## config.mk

```make
export PLATFORM = sky130hd
export DESIGN_NAME = ac_voltage_rms_meter_unit
export DESIGN_NICKNAME = d
export VERILOG_FILES = /design/src/hdl/acrms_pkg.sv /design/src/hdl/acrms_front.sv /design/src/hdl/acrms_queue.sv /design/src/hdl/acrms_back.sv /design/src/hdl/ac_voltage_rms_meter_unit.sv
export SDC_FILE = /design/constraint.sdc
export NUM_CORES = 1
export LEC_CHECK = 0
export ABC_AREA = 0
export BUFFER_PORTS_ARGS = -buffer_cell sky130_fd_sc_hd__buf_4
export CELL_PAD_IN_SITES_DETAIL_PLACEMENT = 1
export CELL_PAD_IN_SITES_GLOBAL_PLACEMENT = 1
export CORE_MARGIN = 2
export CORE_UTILIZATION = 51
export DETAILED_ROUTE_END_ITERATION = 10
export PLACE_DENSITY = 0.92
export SLEW_MARGIN = 10
export SYNTH_ARGS = -nofsm -noshare
export SYNTH_HDL_FRONTEND = slang
export SYNTH_SLANG_ARGS = --single-unit
```

## constraint.sdc

```tcl
create_clock -name clk -period 12.2 [get_ports clk]
set_input_delay 1.83 -clock clk [delete_from_list [all_inputs] [get_ports clk]]
set_output_delay 1.83 -clock clk [all_outputs]
set_load 0.01 [all_outputs]
```

## src/hdl/acrms_pkg.sv

```systemverilog
package acrms_pkg;

  localparam int SAMPLE_W   = 10;
  localparam int RMS_W      = 10;
  localparam int SUM_W      = 32;
  localparam int COUNT_W    = 16;
  localparam int CFG_INDEX_W = 3;
  localparam int CFG_DATA_W  = 16;

  // register indexes
  localparam logic [CFG_INDEX_W-1:0] REG_THRESHOLD   = 3'd0;
  localparam logic [CFG_INDEX_W-1:0] REG_START_DELAY = 3'd1;
  localparam logic [CFG_INDEX_W-1:0] REG_STOP_DELAY  = 3'd2;
  localparam logic [CFG_INDEX_W-1:0] REG_CYCLES      = 3'd3;
  localparam logic [CFG_INDEX_W-1:0] REG_MAX_SAMPLES = 3'd4;

  localparam int QUEUE_DEPTH = 2;
  localparam int QPTR_W      = (QUEUE_DEPTH > 1) ? $clog2(QUEUE_DEPTH) : 1;
  localparam int QCNT_W      = $clog2(QUEUE_DEPTH + 1);

  localparam int DIV_STEPS  = SUM_W;
  localparam int DIV_CNT_W  = $clog2(DIV_STEPS);

  localparam int ROOT_TABLE_DEPTH = 256;

  // root range limits
  localparam logic [15:0] ROOT_LIM_A = 16'h4000;
  localparam logic [15:0] ROOT_LIM_B = 16'h1000;
  localparam logic [15:0] ROOT_LIM_C = 16'h0400;
  localparam logic [15:0] ROOT_LIM_D = 16'h0100;

  typedef struct packed {
    logic               fail;
    logic [SUM_W-1:0]   sum;
    logic [COUNT_W-1:0] count;
  } acrms_job_t;

  typedef enum logic [2:0] {
    B_IDLE,
    B_DIV,
    B_LOOK,
    B_TRIM,
    B_OUT
  } acrms_state_t;

  localparam logic [7:0] ROOT_TAB [ROOT_TABLE_DEPTH] = '{
    8'd0,   8'd16,  8'd22,  8'd27,  8'd32,  8'd35,  8'd39,  8'd42,
    8'd45,  8'd48,  8'd50,  8'd53,  8'd55,  8'd57,  8'd59,  8'd61,
    8'd64,  8'd65,  8'd67,  8'd69,  8'd71,  8'd73,  8'd75,  8'd76,
    8'd78,  8'd80,  8'd81,  8'd83,  8'd84,  8'd86,  8'd87,  8'd89,
    8'd90,  8'd91,  8'd93,  8'd94,  8'd96,  8'd97,  8'd98,  8'd99,
    8'd101, 8'd102, 8'd103, 8'd104, 8'd106, 8'd107, 8'd108, 8'd109,
    8'd110, 8'd112, 8'd113, 8'd114, 8'd115, 8'd116, 8'd117, 8'd118,
    8'd119, 8'd120, 8'd121, 8'd122, 8'd123, 8'd124, 8'd125, 8'd126,
    8'd128, 8'd128, 8'd129, 8'd130, 8'd131, 8'd132, 8'd133, 8'd134,
    8'd135, 8'd136, 8'd137, 8'd138, 8'd139, 8'd140, 8'd141, 8'd142,
    8'd143, 8'd144, 8'd144, 8'd145, 8'd146, 8'd147, 8'd148, 8'd149,
    8'd150, 8'd150, 8'd151, 8'd152, 8'd153, 8'd154, 8'd155, 8'd155,
    8'd156, 8'd157, 8'd158, 8'd159, 8'd160, 8'd160, 8'd161, 8'd162,
    8'd163, 8'd163, 8'd164, 8'd165, 8'd166, 8'd167, 8'd167, 8'd168,
    8'd169, 8'd170, 8'd170, 8'd171, 8'd172, 8'd173, 8'd173, 8'd174,
    8'd175, 8'd176, 8'd176, 8'd177, 8'd178, 8'd178, 8'd179, 8'd180,
    8'd181, 8'd181, 8'd182, 8'd183, 8'd183, 8'd184, 8'd185, 8'd185,
    8'd186, 8'd187, 8'd187, 8'd188, 8'd189, 8'd189, 8'd190, 8'd191,
    8'd192, 8'd192, 8'd193, 8'd193, 8'd194, 8'd195, 8'd195, 8'd196,
    8'd197, 8'd197, 8'd198, 8'd199, 8'd199, 8'd200, 8'd201, 8'd201,
    8'd202, 8'd203, 8'd203, 8'd204, 8'd204, 8'd205, 8'd206, 8'd206,
    8'd207, 8'd208, 8'd208, 8'd209, 8'd209, 8'd210, 8'd211, 8'd211,
    8'd212, 8'd212, 8'd213, 8'd214, 8'd214, 8'd215, 8'd215, 8'd216,
    8'd217, 8'd217, 8'd218, 8'd218, 8'd219, 8'd219, 8'd220, 8'd221,
    8'd221, 8'd222, 8'd222, 8'd223, 8'd224, 8'd224, 8'd225, 8'd225,
    8'd226, 8'd226, 8'd227, 8'd227, 8'd228, 8'd229, 8'd229, 8'd230,
    8'd230, 8'd231, 8'd231, 8'd232, 8'd232, 8'd233, 8'd234, 8'd234,
    8'd235, 8'd235, 8'd236, 8'd236, 8'd237, 8'd237, 8'd238, 8'd238,
    8'd239, 8'd240, 8'd240, 8'd241, 8'd241, 8'd242, 8'd242, 8'd243,
    8'd243, 8'd244, 8'd244, 8'd245, 8'd245, 8'd246, 8'd246, 8'd247,
    8'd247, 8'd248, 8'd248, 8'd249, 8'd249, 8'd250, 8'd250, 8'd251,
    8'd251, 8'd252, 8'd252, 8'd253, 8'd253, 8'd254, 8'd254, 8'd255
  };

endpackage

```

## src/hdl/acrms_front.sv

```systemverilog
module acrms_front (
  input  logic                               clk,
  input  logic                               rst,
  input  logic                               cfg_write,
  input  logic [acrms_pkg::CFG_INDEX_W-1:0]  cfg_index,
  input  logic [acrms_pkg::CFG_DATA_W-1:0]   cfg_data,
  input  logic                               accept,
  input  logic [acrms_pkg::SAMPLE_W-1:0]     sample,
  output logic                               push,
  output acrms_pkg::acrms_job_t              push_job
);
  import acrms_pkg::*;

  logic [SAMPLE_W-1:0] crossing_threshold;
  logic [7:0]          start_delay;
  logic [7:0]          stop_delay;
  logic [7:0]          cycles_per_window;
  logic [COUNT_W-1:0]  max_window_samples;

  logic               high_phase, high_phase_next;
  logic               stop_seen, stop_seen_next;
  logic [7:0]         high_counter, high_counter_next;
  logic [7:0]         low_counter, low_counter_next;
  logic [7:0]         half_left, half_left_next;
  logic [COUNT_W-1:0] sample_count, sample_count_next;
  logic [SUM_W-1:0]   square_sum, square_sum_next;

  logic       close, close_dc;
  logic [7:0] q;
  logic [15:0] sq;

  assign q  = sample[SAMPLE_W-1:2];
  assign sq = {8'd0, q} * {8'd0, q};

  always_ff @(posedge clk) begin
    if (rst) begin
      crossing_threshold <= 10'd512;
      start_delay        <= 8'd4;
      stop_delay         <= 8'd4;
      cycles_per_window  <= 8'd4;
      max_window_samples <= 16'd2000;
    end else if (cfg_write) begin
      case (cfg_index)
        REG_THRESHOLD:   crossing_threshold <= cfg_data[SAMPLE_W-1:0];
        REG_START_DELAY: start_delay        <= cfg_data[7:0];
        REG_STOP_DELAY:  stop_delay         <= cfg_data[7:0];
        REG_CYCLES:      cycles_per_window  <= cfg_data[7:0];
        REG_MAX_SAMPLES: max_window_samples <= cfg_data;
        default: ;
      endcase
    end
  end

  always_comb begin
    high_phase_next   = high_phase;
    stop_seen_next    = stop_seen;
    high_counter_next = high_counter;
    low_counter_next  = low_counter;
    half_left_next    = half_left;
    close             = 1'b0;
    close_dc          = 1'b0;

    if (sample > crossing_threshold) begin
      if (!high_phase) begin
        if (high_counter != 8'hFF) high_counter_next = high_counter + 8'd1;
        if (high_counter_next >= start_delay) begin
          high_phase_next  = 1'b1;
          low_counter_next = 8'd0;
          if (stop_seen) begin
            stop_seen_next = 1'b0;
            if (half_left != 8'd0) half_left_next = half_left - 8'd1;
            if (half_left_next == 8'd0) begin
              close          = 1'b1;
              half_left_next = cycles_per_window;
            end
          end
        end
      end
    end else if (high_phase) begin
      if (low_counter != 8'hFF) low_counter_next = low_counter + 8'd1;
      if (low_counter_next >= stop_delay) begin
        high_phase_next   = 1'b0;
        stop_seen_next    = 1'b1;
        high_counter_next = 8'd0;
      end
    end

    // DC: no stop pending and count at limit closes a failed window
    if (!close && !stop_seen_next && sample_count >= max_window_samples) begin
      close            = 1'b1;
      close_dc         = 1'b1;
      high_phase_next  = 1'b1;
      low_counter_next = 8'd0;
      stop_seen_next   = 1'b0;
      half_left_next   = cycles_per_window;
    end

    // closing sample opens the next window
    square_sum_next = (close ? '0 : square_sum) + {16'd0, sq};
    if (close)
      sample_count_next = {{(COUNT_W-1){1'b0}}, 1'b1};
    else if (sample_count != {COUNT_W{1'b1}})
      sample_count_next = sample_count + {{(COUNT_W-1){1'b0}}, 1'b1};
    else
      sample_count_next = sample_count;
  end

  assign push           = accept && close;
  assign push_job.fail  = close_dc;
  assign push_job.sum   = square_sum;
  assign push_job.count = sample_count;

  always_ff @(posedge clk) begin
    if (rst) begin
      high_phase   <= 1'b0;
      stop_seen    <= 1'b0;
      high_counter <= 8'd0;
      low_counter  <= 8'd0;
      half_left    <= 8'd0;
      sample_count <= '0;
      square_sum   <= '0;
    end else if (accept) begin
      high_phase   <= high_phase_next;
      stop_seen    <= stop_seen_next;
      high_counter <= high_counter_next;
      low_counter  <= low_counter_next;
      half_left    <= half_left_next;
      sample_count <= sample_count_next;
      square_sum   <= square_sum_next;
    end
  end

endmodule

```

## src/hdl/acrms_queue.sv

```systemverilog
module acrms_queue (
  input  logic                   clk,
  input  logic                   rst,
  input  logic                   push,
  input  acrms_pkg::acrms_job_t  push_job,
  output logic                   full,
  input  logic                   pop,
  output logic                   pop_valid,
  output acrms_pkg::acrms_job_t  pop_job
);
  import acrms_pkg::*;

  acrms_job_t        entries [QUEUE_DEPTH];
  logic [QPTR_W-1:0] wr_ptr, rd_ptr;
  logic [QCNT_W-1:0] fill;

  function automatic logic [QPTR_W-1:0] ptr_inc(input logic [QPTR_W-1:0] p);
    logic [QPTR_W-1:0] r;
    r = (p == QPTR_W'(QUEUE_DEPTH - 1)) ? '0 : p + QPTR_W'(1);
    return r;
  endfunction

  assign full      = (fill == QCNT_W'(QUEUE_DEPTH));
  assign pop_valid = (fill != '0);
  assign pop_job   = entries[rd_ptr];

  always_ff @(posedge clk) begin
    if (push) entries[wr_ptr] <= push_job;
  end

  always_ff @(posedge clk) begin
    if (rst) begin
      wr_ptr <= '0;
      rd_ptr <= '0;
      fill   <= '0;
    end else begin
      if (push) wr_ptr <= ptr_inc(wr_ptr);
      if (pop)  rd_ptr <= ptr_inc(rd_ptr);
      case ({push, pop})
        2'b10:   fill <= fill + QCNT_W'(1);
        2'b01:   fill <= fill - QCNT_W'(1);
        default: fill <= fill;
      endcase
    end
  end

endmodule

```

## src/hdl/acrms_back.sv

```systemverilog
module acrms_back (
  input  logic                          clk,
  input  logic                          rst,
  input  logic                          job_valid,
  input  acrms_pkg::acrms_job_t         job,
  output logic                          job_pop,
  output logic                          rms_valid,
  input  logic                          rms_stall,
  output logic [acrms_pkg::RMS_W-1:0]   rms_value,
  output logic                          rms_pass
);
  import acrms_pkg::*;

  acrms_state_t state, state_next;

  logic [SUM_W-1:0]     num, num_next;
  logic [COUNT_W-1:0]   divisor, divisor_next;
  logic [COUNT_W-1:0]   rem, rem_next;
  logic [DIV_CNT_W-1:0] step, step_next;
  logic [15:0]          x, x_next;
  logic [8:0]           root, root_next;
  logic                 direct, direct_next;
  logic [RMS_W-1:0]     val, val_next;
  logic                 pass, pass_next;
  logic                 rms_valid_next;
  logic [RMS_W-1:0]     rms_value_next;
  logic                 rms_pass_next;

  logic [COUNT_W:0] trial;
  logic [7:0]       tab_idx, tab_val;
  logic [17:0]      root_sq;
  logic [8:0]       root_fix;

  assign tab_val = ROOT_TAB[tab_idx];
  assign root_sq = {9'd0, root} * {9'd0, root};
  assign trial   = {rem, num[SUM_W-1]};

  always_comb begin
    state_next     = state;
    num_next       = num;
    divisor_next   = divisor;
    rem_next       = rem;
    step_next      = step;
    x_next         = x;
    root_next      = root;
    direct_next    = direct;
    val_next       = val;
    pass_next      = pass;
    rms_valid_next = rms_valid && rms_stall;
    rms_value_next = rms_value;
    rms_pass_next  = rms_pass;
    job_pop        = 1'b0;
    tab_idx        = x[9:2];
    root_fix       = root;

    case (state)
      B_IDLE: begin
        if (job_valid) begin
          job_pop      = 1'b1;
          num_next     = job.sum;
          divisor_next = job.count;
          rem_next     = '0;
          step_next    = DIV_CNT_W'(DIV_STEPS - 1);
          pass_next    = !job.fail;
          val_next     = '0;
          if (job.fail || job.count == '0) state_next = B_OUT;
          else state_next = B_DIV;
        end
      end
      // restoring divide, one quotient bit per cycle
      B_DIV: begin
        if (trial >= {1'b0, divisor}) begin
          rem_next = COUNT_W'(trial - {1'b0, divisor});
          num_next = {num[SUM_W-2:0], 1'b1};
        end else begin
          rem_next = trial[COUNT_W-1:0];
          num_next = {num[SUM_W-2:0], 1'b0};
        end
        step_next = step - DIV_CNT_W'(1);
        if (step == '0) begin
          x_next     = num_next[15:0];
          state_next = B_LOOK;
        end
      end
      B_LOOK: begin
        direct_next = 1'b0;
        if (x < ROOT_LIM_D) begin
          tab_idx     = x[7:0];
          root_next   = {5'd0, tab_val[7:4]};
          direct_next = 1'b1;
        end else if (x >= ROOT_LIM_A) begin
          tab_idx   = x[15:8];
          root_next = {1'b0, tab_val} + 9'd1;
        end else if (x >= ROOT_LIM_B) begin
          tab_idx   = x[13:6];
          root_next = {2'd0, tab_val[7:1]} + 9'd1;
        end else if (x >= ROOT_LIM_C) begin
          tab_idx   = x[11:4];
          root_next = {3'd0, tab_val[7:2]} + 9'd1;
        end else begin
          tab_idx   = x[9:2];
          root_next = {4'd0, tab_val[7:3]} + 9'd1;
        end
        state_next = B_TRIM;
      end
      B_TRIM: begin
        if (!direct && root_sq > {2'd0, x}) root_fix = root - 9'd1;
        val_next   = {root_fix[7:0], 2'b00};
        state_next = B_OUT;
      end
      B_OUT: begin
        if (!rms_valid || !rms_stall) begin
          rms_valid_next = 1'b1;
          rms_value_next = val;
          rms_pass_next  = pass;
          state_next     = B_IDLE;
        end
      end
      default: state_next = B_IDLE;
    endcase
  end

  always_ff @(posedge clk) begin
    if (rst) begin
      state     <= B_IDLE;
      rms_valid <= 1'b0;
    end else begin
      state     <= state_next;
      rms_valid <= rms_valid_next;
    end
  end

  always_ff @(posedge clk) begin
    num       <= num_next;
    divisor   <= divisor_next;
    rem       <= rem_next;
    step      <= step_next;
    x         <= x_next;
    root      <= root_next;
    direct    <= direct_next;
    val       <= val_next;
    pass      <= pass_next;
    rms_value <= rms_value_next;
    rms_pass  <= rms_pass_next;
  end

endmodule

```

## src/hdl/ac_voltage_rms_meter_unit.sv

```systemverilog
// AC RMS meter: samples are taken one per cycle while the job queue has room.
// A window result goes from its closing sample through queue pop, 32-step divider,
// table lookup, root trim and output register (DC or empty window: pop, then output).
// The back end takes a window only when idle; the 2-entry queue absorbs bursts.
// Reset (rst, synchronous, active high) clears all window state and the queue and
// loads the register defaults.
module ac_voltage_rms_meter_unit (
  input  logic                              clk,
  input  logic                              rst,
  // configuration write port
  input  logic                              cfg_write,
  input  logic [acrms_pkg::CFG_INDEX_W-1:0] cfg_index,
  input  logic [acrms_pkg::CFG_DATA_W-1:0]  cfg_data,
  // sample channel
  input  logic                              sample_valid,
  output logic                              sample_stall,
  input  logic [acrms_pkg::SAMPLE_W-1:0]    sample,
  // result channel
  output logic                              rms_valid,
  input  logic                              rms_stall,
  output logic [acrms_pkg::RMS_W-1:0]       rms_value,
  output logic                              rms_pass
);
  import acrms_pkg::*;

  logic       accept;
  logic       q_push, q_full, q_pop, q_valid;
  acrms_job_t q_in, q_out;

  // front stalls only when the job queue is full
  assign sample_stall = q_full;
  assign accept       = sample_valid && !sample_stall;

  // front: crossing debounce, half-cycle count, square sum, window close
  acrms_front u_front (
    .clk       (clk),
    .rst       (rst),
    .cfg_write (cfg_write),
    .cfg_index (cfg_index),
    .cfg_data  (cfg_data),
    .accept    (accept),
    .sample    (sample),
    .push      (q_push),
    .push_job  (q_in)
  );

  // closed windows waiting for the divider
  acrms_queue u_queue (
    .clk       (clk),
    .rst       (rst),
    .push      (q_push),
    .push_job  (q_in),
    .full      (q_full),
    .pop       (q_pop),
    .pop_valid (q_valid),
    .pop_job   (q_out)
  );

  // back: mean square divide, table root, result register
  acrms_back u_back (
    .clk       (clk),
    .rst       (rst),
    .job_valid (q_valid),
    .job       (q_out),
    .job_pop   (q_pop),
    .rms_valid (rms_valid),
    .rms_stall (rms_stall),
    .rms_value (rms_value),
    .rms_pass  (rms_pass)
  );

  // a closing window never lands on a full queue
  a_no_push_full: assert property (@(posedge clk) disable iff (rst)
    q_push |-> !q_full)
    else $error("window pushed into full queue");

  // back end only takes jobs that exist
  a_pop_valid: assert property (@(posedge clk) disable iff (rst)
    q_pop |-> q_valid)
    else $error("job popped from empty queue");

  // a DC window always reports zero
  a_fail_zero: assert property (@(posedge clk) disable iff (rst)
    (rms_valid && !rms_pass) |-> (rms_value == '0))
    else $error("failed window with nonzero value");

endmodule

```

# Word level (Yosys, flattened, before mapping)
# Memories as Yosys holds them, arrays and structs flattened. A register that Yosys moved wholly into a read port is not among the register bits.
# Cells that the tools add are included.
dict set report totals {
  reg_bits 249
  ram_bits 98
  romBits 2048
  in_bits 34
  output_inout_bits 13
  word_cells 216
  mem_count 2
}
# memory depth width rd rd_clocked_by_memory_dff wr line
set memory_table {}
lappend memory_table {{(name not given)} 256 8 1 0 0 acrms_back.sv:34} ;# assign tab_val = ROOT_TAB[tab_idx];
lappend memory_table {u_queue.entries 2 49 1 1 1 acrms_queue.sv:13} ;# acrms_job_t entries [QUEUE_DEPTH];
dict set report op_classes {
  addsub 16
  mul 2
  order_cmp 11
  n_eq_ne 20
  mux 87
  n_bitwise 1
  n_reduce_logical 48
}
# operator n
set op_table {}
lappend op_table {{8-bit 2-to-1 mux} 34}
lappend op_table {{16-bit 2-to-1 mux} 4}
lappend op_table {{32-bit 2-to-1 mux} 2}
lappend op_table {{32-bit case mux with 2 select lines} 1}
lappend op_table {{32-bit by 16-bit adder with 32-bit output} 1}
lappend op_table {{16-bit case mux with 2 select lines} 1}
lappend op_table {{1-bit 2-to-1 mux} 31}
lappend op_table {{9-bit 2-to-1 mux} 3}
lappend op_table {{2-bit AND reduction} 11}
lappend op_table {{10-bit case mux with 2 select lines} 1}
lappend op_table {{2-bit nonzero test} 10}
lappend op_table {{18-bit by 16-bit > comparator with 1-bit output} 1}
lappend op_table {{9-bit by 9-bit multiplier with 18-bit output} 1}
lappend op_table {{17-bit by 16-bit >= comparator with 1-bit output} 1}
lappend op_table {{16-bit by 1-bit adder with 16-bit output (second input constant)} 1}
lappend op_table {{8-bit by 1-bit adder with 8-bit output (second input constant)} 2}
lappend op_table {{16-bit by 11-bit >= comparator with 1-bit output (second input constant)} 1}
lappend op_table {{16-bit by 13-bit >= comparator with 1-bit output (second input constant)} 1}
lappend op_table {{16-bit by 15-bit >= comparator with 1-bit output (second input constant)} 1}
lappend op_table {{16-bit >= comparator} 1}
lappend op_table {{8-bit >= comparator} 2}
lappend op_table {{16-bit logical NOT} 1}
lappend op_table {{16-bit by 9-bit < comparator with 1-bit output (second input constant)} 1}
lappend op_table {{8-bit by 8-bit multiplier with 16-bit output} 1}
lappend op_table {{other kinds (41)} 71}

# Depth between registers and ports, before layout
dict set report depth {
  word_depth 21
  mapped_depth 40
  ltp_nobuf 38
}

# Hierarchy
# A second synthesis with hierarchy kept.
dict set report hier_totals {
  cells_unflattened 2496
  area_unflattened_um2 23515.1
}
# module n_inst cells_per_inst area_each_um2 seq_area_each_um2
set by_module_without_submodules {}
lappend by_module_without_submodules {acrms_back 1 1219 10800.4 3473.3}
lappend by_module_without_submodules {acrms_front 1 1102 8968.6 2482.4}
lappend by_module_without_submodules {acrms_queue 1 174 3732.3 3042.9}
lappend by_module_without_submodules {ac_voltage_rms_meter_unit 1 1 13.8 0.0}

# Worst setup path before layout
# OpenSTA, ideal clock, no wires.
dict set report synth_path {
  path_type {input -> register}
  from {input sample[3] in the netlist's numbering}
  to {register u_front.square_sum[27]}
  setup_ps 70
  arrival_ps 8873
  required_ps 12130
  slack_ps 3256
  cell_stages 34
  path_buffers 3
  path_cell_list {ha_1 a21o_1 a21o_1 a21oi_1 o211ai_1 nand2_1 or4_1 clkbuf_1 and4bb_1 a21oi_2 clkbuf_1 clkbuf_1 and2_1 fa_1 inv_1 fa_1 inv_1 ha_1 inv_1 fa_1 inv_1 ha_1 nor2b_1 o21ai_0 a21boi_0 o21ai_0 nand2b_1 a21oi_1 o21ai_0 a41o_1 o31ai_1 nor2_1 a31o_2 a21oi_1}
}
dict set report synth_via {
  elab_chain_len 8
  elab_cells_between_ends 11
  classes_between {add/sub: 1; mul: 1; order compare: 1; mux: 4; reduce/logical: 4}
}
# item line
set synth_lines {}
lappend synth_lines {{from (decl)} ac_voltage_rms_meter_unit.sv:17} ;# input logic [acrms_pkg::SAMPLE_W-1:0] sample,
lappend synth_lines {{parallel branches: the longest is 7 deep, another holds 8-bit by 8-bit multiplier with 16-bit output} n/a}
lappend synth_lines {{32-bit by 16-bit adder with 32-bit output (*)} acrms_front.sv:99} ;# square_sum_next = (close ? '0 : square_sum) + {16'd0, sq};
lappend synth_lines {{to (signal assigned)} acrms_front.sv:129} ;# square_sum <= square_sum_next;
lappend synth_lines {{to (decl)} acrms_front.sv:26} ;# logic [SUM_W-1:0] square_sum, square_sum_next;
# Every way passes the cells marked *.
# A chain may end at the register's enable or synchronous reset.

# Worst setup path in the final report
dict set report layout_path {
  from {input sample[8] in the netlist's numbering}
  to {register u_front.square_sum[31]}
}
# The elaborated chain is that of the path after synthesis.

==> metrics <==
fin util=0.558; Leak=9.87 nW; CTS Buf Count=38; number of synthesized register bits=344; M2 GR Usage=0.547; Setup TNS Final=0 ns; CP startpoint kind=primary input; WP data arrival=10.74 ns; dpl cell area=23900 µm²; RSZ-0062 raised after global routing=no; share of layout cells above drive strength 1=0.0849; CP max stage cell=o31ai_1; initial antenna violation count=0; Initial Util=0.515; post-cts sizing count=0; Port Buf Inserts=44; Vias=19208; status=completed; IO Pins=47; busiest layer in global routing=met2; hold path depth=0; Detail Placement HPWL=49100 µm; Final Skew=0.0198 ns; global router's overall resource usage=0.302; Cell Area, Synth=23300 µm²; Worst-Margin Slew=1.19 ns; Crit Path Max Fanout=45; clk slew on worst S/H paths=0.06 ns; Fin. Hold Viols=0; Power Total=0.00306 W; Post-synth EDFFs=211; Die Span X=218 µm; Initial DRC Count=1528; vias in the first global route=20513; DR WL/cell=23.5 µm; total gr overflow=0; Max Slew Vio Count=0; Routed Antenna Nets=0; die height=218 µm; WHS=0.421 ns; Residual DRC=0; final net count=2707; Net Sw Frac=0.291; slew margin rel.=0.206; via/cell ratio=6.30; hold crit path type=flop to flop; die area=47300 µm²; first-pass GRT wire length=114000 µm; post-CTS setup buffers=0; Inserted Diodes=0; Async SR Flop Fraction=0; row cnt=78; Synth Flop Type=edfxtp_1; internal power=0.00217 W; clk sinks=344; post-synthesis cell count=2437; P_sw=0.000890 W; CP Data Required Time=12.68 ns; count of yosys warnings during synthesis=0; most used cell, CP=inv_1; Tcrit/Tclk final=0.841; Crit path largest cell delay=0.82 ns; CTS tree=done; core region area=45200 µm²; power per standard cell area=121 nW/µm²; wirelength, routed=71600 µm; GRT met3 Usage=0.0368; Layout area overhead=8.37%; GP Congestion=0.911; library cells used by synthesis=113; DRT Pass-1 Iters=5; critical path class=primary input to flop; H-tree Lvls=2; worst skew pair latency=0.57 ns; largest net degree at the start of global routing=97; FMAX=97.4 MHz; endpoints failing setup=0; Flop pwr share=0.417; met1 usage=0.361; Tmin final=10.26 ns; worst vdd ir=0.121 mV; Syn Area/Cell=9.54 µm²; Root Driver=clkbuf_16; final instance area=25200 µm²; register area share after synthesis=0.387; max_cap viols=0; Max Root-Sink Buffers=3; Clock Power Share=0.389; crit path capture type=flop; Post-CTS Hold Buffers=0; R2R cell count=37; combinational share of power=0.194; Fillers=5015
[power by group through the flow]
stage                     combinational [W]  sequential, W  clock [W]
after floorplan                    0.000418        0.00129          0
final                              0.000592        0.00128    0.00119
after global placement             0.000501        0.00129          0
after CTS                          0.000589        0.00127    0.00120
after detailed placement           0.000566        0.00130          0
after global routing               0.000659        0.00128    0.00124
[worst paths after layout]
kind                                         startpoint                      to  slack (ns)
worst max register to register  u_front.high_counter[0]  u_front.square_sum[31]        2.03
worst max-delay path                          sample[8]  u_front.square_sum[31]        1.94
worst min-delay path                      u_back.val[2]     u_back.rms_value[2]        0.42
worst min register to register            u_back.val[2]     u_back.rms_value[2]        0.42
[synth_stat cells, types with 6 or more instances]
| cell | number | area share |
|---|---|---|
| o21ai_0 | 115 | 0.025 |
| a21oi_1 | 174 | 0.037 |
| nand2b_1 | 13 | 0.0035 |
| and3_1 | 25 | 0.0067 |
| nor4_1 | 14 | 0.0038 |
| o31ai_1 | 10 | 0.0032 |
| o2111ai_1 | 8 | 0.0030 |
| o221ai_1 | 6 | 0.0023 |
| o311ai_0 | 10 | 0.0038 |
| buf_6 | 6 | 0.0029 |
| buf_4 | 9 | 0.0029 |
| nand2_1 | 276 | 0.045 |
| a31oi_1 | 19 | 0.0051 |
| buf_1 | 7 | 0.0011 |
| or3_1 | 8 | 0.0022 |
| nor2_1 | 162 | 0.026 |
| xnor2_1 | 67 | 0.025 |
| a221oi_1 | 9 | 0.0034 |
| a2111oi_0 | 13 | 0.0049 |
| a21o_1 | 34 | 0.011 |
| mux2_2 | 22 | 0.011 |
| nand4_1 | 20 | 0.0054 |
| nand3b_1 | 8 | 0.0026 |
| o21bai_1 | 7 | 0.0023 |
| o211ai_1 | 32 | 0.010 |
| clkbuf_1 | 71 | 0.011 |
| mux2i_1 | 54 | 0.023 |
| ha_1 | 177 | 0.095 |
| dfxtp_1 | 133 | 0.11 |
| or4_1 | 9 | 0.0029 |
| a211oi_1 | 28 | 0.0090 |
| o21a_1 | 12 | 0.0039 |
| and2_1 | 70 | 0.019 |
| nor3_1 | 30 | 0.0065 |
| buf_2 | 17 | 0.0037 |
| inv_1 | 226 | 0.036 |
| fa_1 | 74 | 0.064 |
| a22oi_1 | 7 | 0.0023 |
| xor2_1 | 26 | 0.0098 |
| edfxtp_1 | 211 | 0.27 |
| or2_2 | 6 | 0.0016 |
| nand3_1 | 61 | 0.013 |
| nor2b_1 | 17 | 0.0046 |
[cells in the final DEF, fill, tap and decap left out, drive strengths merged, types with 34 or more instances in the layout]
master	count
fa	74
inv	235
a21oi	175
nor2	166
ha	177
a21o	34
nand3	61
dfxtp	133
clkbuf	47
xnor2	67
nand2	277
edfxtp	211
mux2i	54
buf	54
and2	72
o21ai	120
o211ai	34
[logic make-up (layout without fill, tap and decap cells)]
group,count (synthesis),count (layout),synth area share
XOR/XNOR,93,93,0.0350
AO/OA/AOI/OAI,571,571,0.166
multiplexers,76,76,0.0339
AND/OR/NAND/NOR,758,758,0.159
adder cells (fa/ha/maj),252,252,0.159
flip-flops,344,344,0.387
buffers and inverters,342,354,0.0596
other,1,2,0.000161
[metrics by stage]
step | setup WS [ns] | cells
after floorplan | 3.26 | 2438
after global placement | 2.40 | 2982
after detailed placement | 1.79 | 2982
after CTS | 2.12 | 3050
after global routing | 1.55 | 3050
final | 1.94 | 3050
[critical path, delay by kind of cell]
kind,cells,cell delay (ns)
adder cells (fa/ha/maj),6,2.49
AO/OA/AOI/OAI,12,3.07
buffers and inverters,6,0.68
AND/OR/NAND/NOR,9,2.64
[flip-flops by register name (all words and copies together) (netlist names), 3 cells and up, named ones only]
| signal | cells |
|---|---|
| u_back.divisor | 16 |
| u_back.root | 9 |
| u_front.max_window_samples | 16 |
| u_front.square_sum | 32 |
| u_queue.entries | 98 |
| u_front.cycles_per_window | 8 |
| u_front.low_counter | 8 |
| u_front.half_left | 8 |
| u_back.rms_value | 8 |
| u_front.sample_count | 16 |
| u_back.rem | 16 |
| u_back.step | 5 |
| u_front.stop_delay | 8 |
| u_front.high_counter | 8 |
| u_back.num | 32 |
| u_front.crossing_threshold | 10 |
| u_back.x | 16 |
| u_back.state | 3 |
| u_back.val | 8 |
| u_front.start_delay | 8 |
[final cells by class]
cell class / count / area (µm²) / share of cell area
multi-input combinational: 1752 / 12900 / 0.513
tap: 600 / 751 / 0.0298
clock buffer: 47 / 1020 / 0.0403
timing repair buffer: 54 / 405 / 0.0161
inverter: 232 / 873 / 0.0347
sequential: 344 / 9000 / 0.357
clock inverter: 21 / 239 / 0.00948
[metal layers]
layer,vias to the layer above,share of wire
met4,0,0.041
met1,9620,0.39
li1,8605,-
met5,-,0
met3,218,0.052
met2,765,0.51
No activity file was read; power rests on OpenSTA's default activity.
